==> config.mk <==
export PLATFORM = sky130hd
export DESIGN_NAME = lsr_ram
export DESIGN_NICKNAME = d
export VERILOG_FILES = /design/src/design/lsr_ram.sv
export SDC_FILE = /design/constraint.sdc
export NUM_CORES = 1
export LEC_CHECK = 0
export ABC_AREA = 1
export BUFFER_PORTS_ARGS = -buffer_cell sky130_fd_sc_hd__buf_4
export CAP_MARGIN = 20
export CELL_PAD_IN_SITES_DETAIL_PLACEMENT = 0
export CELL_PAD_IN_SITES_GLOBAL_PLACEMENT = 1
export CORE_MARGIN = 1.5
export CORE_UTILIZATION = 54
export CTS_CLUSTER_SIZE = 25
export DETAILED_ROUTE_END_ITERATION = 10
export PLACE_DENSITY_LB_ADDON = 0.1
export SYNTH_ARGS = -nofsm -noshare
export SYNTH_HDL_FRONTEND = slang
export SYNTH_SLANG_ARGS = --single-unit
==> constraint.sdc <==
create_clock -name i_clk -period 6.7 [get_ports i_clk]
set_clock_uncertainty 0.05 [all_clocks]
set_input_delay 1.34 -clock i_clk [delete_from_list [all_inputs] [get_ports i_clk]]
set_output_delay 1.34 -clock i_clk [all_outputs]
set_load 0.005 [all_outputs]
==> src/design/lsr_ram.sv <==
`timescale 1ns / 1ps
`default_nettype none

module lsr_ram #(
    parameter int WIDTH = 32,
    parameter int DEPTH = 16
) (
    input  wire logic                     i_clk,
    input  wire logic                     i_we,
    input  wire logic [$clog2(DEPTH)-1:0] i_waddr,
    input  wire logic [WIDTH-1:0]         i_wdata,
    input  wire logic [$clog2(DEPTH)-1:0] i_raddr,
    output logic      [WIDTH-1:0]         o_rdata
);

    logic [WIDTH-1:0] r_mem [DEPTH];

    always_ff @(posedge i_clk) begin
        if (i_we) begin
            r_mem[i_waddr] <= i_wdata;
        end
        o_rdata <= r_mem[i_raddr];
    end

endmodule

`default_nettype wire

==> impl_metrics.env <==
export IMPL_run_status="complete, no violations"
export IMPL_met3RoutedLength_um=2910
export IMPL_vias_in_the_first_global_route=13900
export IMPL_initialDrtViolationCount=1207
export IMPL_period_utilization_post_route_pct=48.8
export IMPL_setup_total_negative_slack_ns=0
export IMPL_synth_compound_gate_area_share_pct=0
export IMPL_cts_sink_count=544
export IMPL_preCtsSetupSlack_ns=2.85
export IMPL_ys_seq_elements=544
export IMPL_gp_congestion=0.752
export IMPL_post_synth_instance_area_um2=22700
export IMPL_die_width_um=208
export IMPL_syn_avg_cell_area_um2=10.7
export IMPL_timing_worst_slew_pin_value_ns=1.11
export IMPL_post_drt_via_cell_ratio=5.21
export IMPL_finalMaxSlewViolations=0
export IMPL_design_portCount=74
export IMPL_start_util_pct=55.2
export IMPL_synth_cells=2120
export IMPL_antenna_left=0
export IMPL_dp_cells=2642
export IMPL_maxUsedRoutingLayer="met4"
export IMPL_grt_first_pass_wirelength_um=80700
export IMPL_crit_cells=7
export IMPL_synth_to_layout_area_growth_pct=11.4
export IMPL_synth_adder_area_share_pct=0
export IMPL_postCtsHoldBufs=0
export IMPL_die_area_um2=43300
export IMPL_power_density_over_the_cells_nw_per_um2=284
export IMPL_cpLargestDelayFamily="buffers and inverters"
export IMPL_detailroute_wirelength_met2_um=24700
export IMPL_ctsRootBufferMaster="clkbuf_16"
export IMPL_mostFrequentLayoutCell="nand2_1"
export IMPL_met1Wirelength_um=23800
export IMPL_worst_path_most_repeated_cell="nand3_1"
export IMPL_reg2reg_from="r_mem[0][24]$_DFFE_PP_"
export IMPL_grt_max_degree=188
export IMPL_drc=0
export IMPL_layout_drive_gt1_share_pct=8.76
export IMPL_yosysUniqueCellTypes=15
export IMPL_highest_delay_cell_along_the_critical_path="inv_4"
export IMPL_die_height_um=208
export IMPL_setup_violations_final=0
export IMPL_worst_r2r_path_depth=6
export IMPL_yosys_area_share_xor_xnor_pct=0
export IMPL_routed_wirelength_um=52700
export IMPL_cts_repair_timing_setup_buffer_count=0
export IMPL_setup_reg_to_reg_worst_slack_ns=5.59
export IMPL_row_cnt=74
export IMPL_fin_crit_ns=3.27
export IMPL_critical_path_required_ns=7.19
export IMPL_antenna_found_initial=0
export IMPL_worstSkewPairLatency_ns=0.60
export IMPL_synth_top_family_by_area="simple AND/OR/NAND/NOR gates"
export IMPL_ctsResizeCount=0
export IMPL_path_clk_slew_ns=0.06
export IMPL_worstSetupStartpoint="i_raddr[1]"
export IMPL_cts_path_max_buffers=3
export IMPL_max_fanout_on_critical_path=81
export IMPL_synthSimpleGateAreaFrac_pct=20.0
export IMPL_worst_setup_path_end_kind="flop"
export IMPL_critical_path_s_largest_stage_delay_ns=0.90
export IMPL_irDropWorstVdd_mv=0.255
export IMPL_setup_worst_path_start_class="primary input"
export IMPL_finalNonFillerCells=2746
export IMPL_unrepaired_setup_endpoints_after_global_routing="false"
export IMPL_timing_critical_path_to="o_rdata[2]$_DFF_P_"
export IMPL_fmax_mhz=306
export IMPL_max_slew_margin_pct=26.3
export IMPL_track_usage_pct=24.8
export IMPL_mostFrequentLayoutCells="677 x nand2_1, 512 x edfxtp_1, 386 x inv_1"
export IMPL_hpwl_um=24200
export IMPL_ys_warn_count=0
export IMPL_worst_slack_ns=3.43
export IMPL_worst_setup_path_type="primary input to flop"
export IMPL_ys_seq_area_share_pct=70.5
export IMPL_cp_data_arrival_time_ns=3.76
export IMPL_final_nets=2211
export IMPL_cts_made_buffers=56
export IMPL_grt_overflow_total=0
export IMPL_core_um2=41200
export IMPL_hp_class="flop to flop"
export IMPL_power_leakage_nw=10.8
export IMPL_crit_path_cell_trace="buf_4, inv_4, buf_4, nand3_1, nand3_1, nand3_1, nand2_1"
export IMPL_cts_htree_levels=2
export IMPL_antennaDiodeCount=0
export IMPL_report_final_hold_viol_count=0
export IMPL_tritoncts="built"
export IMPL_drt_pass1_iter_count=5
export IMPL_synthesized_nets=2162
export IMPL_wl_per_cell_um=19.2
export IMPL_buffer_ports_inserted=73
export IMPL_multiplexer_area_fraction_after_synthesis_pct=0
export IMPL_reg2reg_to="o_rdata[24]$_DFF_P_"
export IMPL_drv_cap=0
export IMPL_routed_via_count=14300
export IMPL_critical_path_n_buffers_inverters=3
-- synth_stat cells --
master,count,share of area [%]
nand2_1,677,11
edfxtp_1,512,68
inv_1,388,6.4
nand3_1,385,8.5
buf_2,41,0.90
dfxtp_1,32,2.8
buf_6,29,1.4
nor2_1,17,0.28
buf_1,14,0.23
clkbuf_1,14,0.23
buf_4,6,0.20
nand3b_1,2,0.066
buf_12,1,0.088
inv_2,1,0.016
inv_4,1,0.028
-- cells by family after synthesis --
| family | after synthesis |
|---|---|
| buffers and inverters | 495 |
| and+or+nand+nor | 1081 |
| DFF | 544 |
-- per-layer routing --
metal	global-route usage (%)	vias up
met5	0	-
met4	9.21	0
met3	3.38	86
met2	40.2	421
met1	34.5	6866
li1	-	6937
-- through the flow --
step	power, mW	hold slack, ns	utilization (%)	instance area [µm²]
floorplan	4.16	0.557	-	22700
CTS	7.24	0.592	61.4	25300
detailed placement	4.33	0.580	57.2	23600
global route	7.43	0.655	61.4	25300
finish	7.19	0.591	61.4	25300
global placement	4.33	0.577	57.2	23600
-- worst reg2reg max path, stage by stage, from the launching register on --
cell and delay, ns:
edfxtp_1 0.37, inv_1 0.06, nand2_1 0.06, nand3_1 0.10, nand3_1 0.11, nand3_1 0.16
nand2_1 0.09
-- worst min path at each step --
| stage | start | end | slack, ns | depth (start not counted) |
|---|---|---|---|---|
| after CTS | r_mem[10][29]$_DFFE_PP_ | o_rdata[29]$_DFF_P_ | 0.59 | 6 |
| final | r_mem[10][29]$_DFFE_PP_ | o_rdata[29]$_DFF_P_ | 0.59 | 6 |
| after global routing | r_mem[14][28]$_DFFE_PP_ | o_rdata[28]$_DFF_P_ | 0.66 | 6 |
| after global placement | r_mem[10][13]$_DFFE_PP_ | o_rdata[13]$_DFF_P_ | 0.58 | 6 |
| after floorplan | r_mem[10][0]$_DFFE_PP_ | o_rdata[0]$_DFF_P_ | 0.56 | 6 |
| after detailed placement | r_mem[10][29]$_DFFE_PP_ | o_rdata[29]$_DFF_P_ | 0.58 | 6 |
-- registers in the layout, indices dropped and copies added, names as in the netlist --
name / count
o_rdata: 32
r_mem: 512
-- power by group --
group          switching, mW  total [mW]  internal [mW]
logic                  0.297       0.431          0.134
registers             0.0256        3.83           3.80
clock network           1.26        2.93           1.67
-- layout make-up --
type                            count  area [µm²]
Sequential cell                   544       16000
Timing Repair Buffer               96         772
Clock buffer                       75        1530
Multi-Input combinational cell   1081        4670
Inverter                          390        1470
Tap cell                          532         666
Clock inverter                     28         186
Fill cell                        3317       15900
No activity file was read; power rests on OpenSTA's default activity.
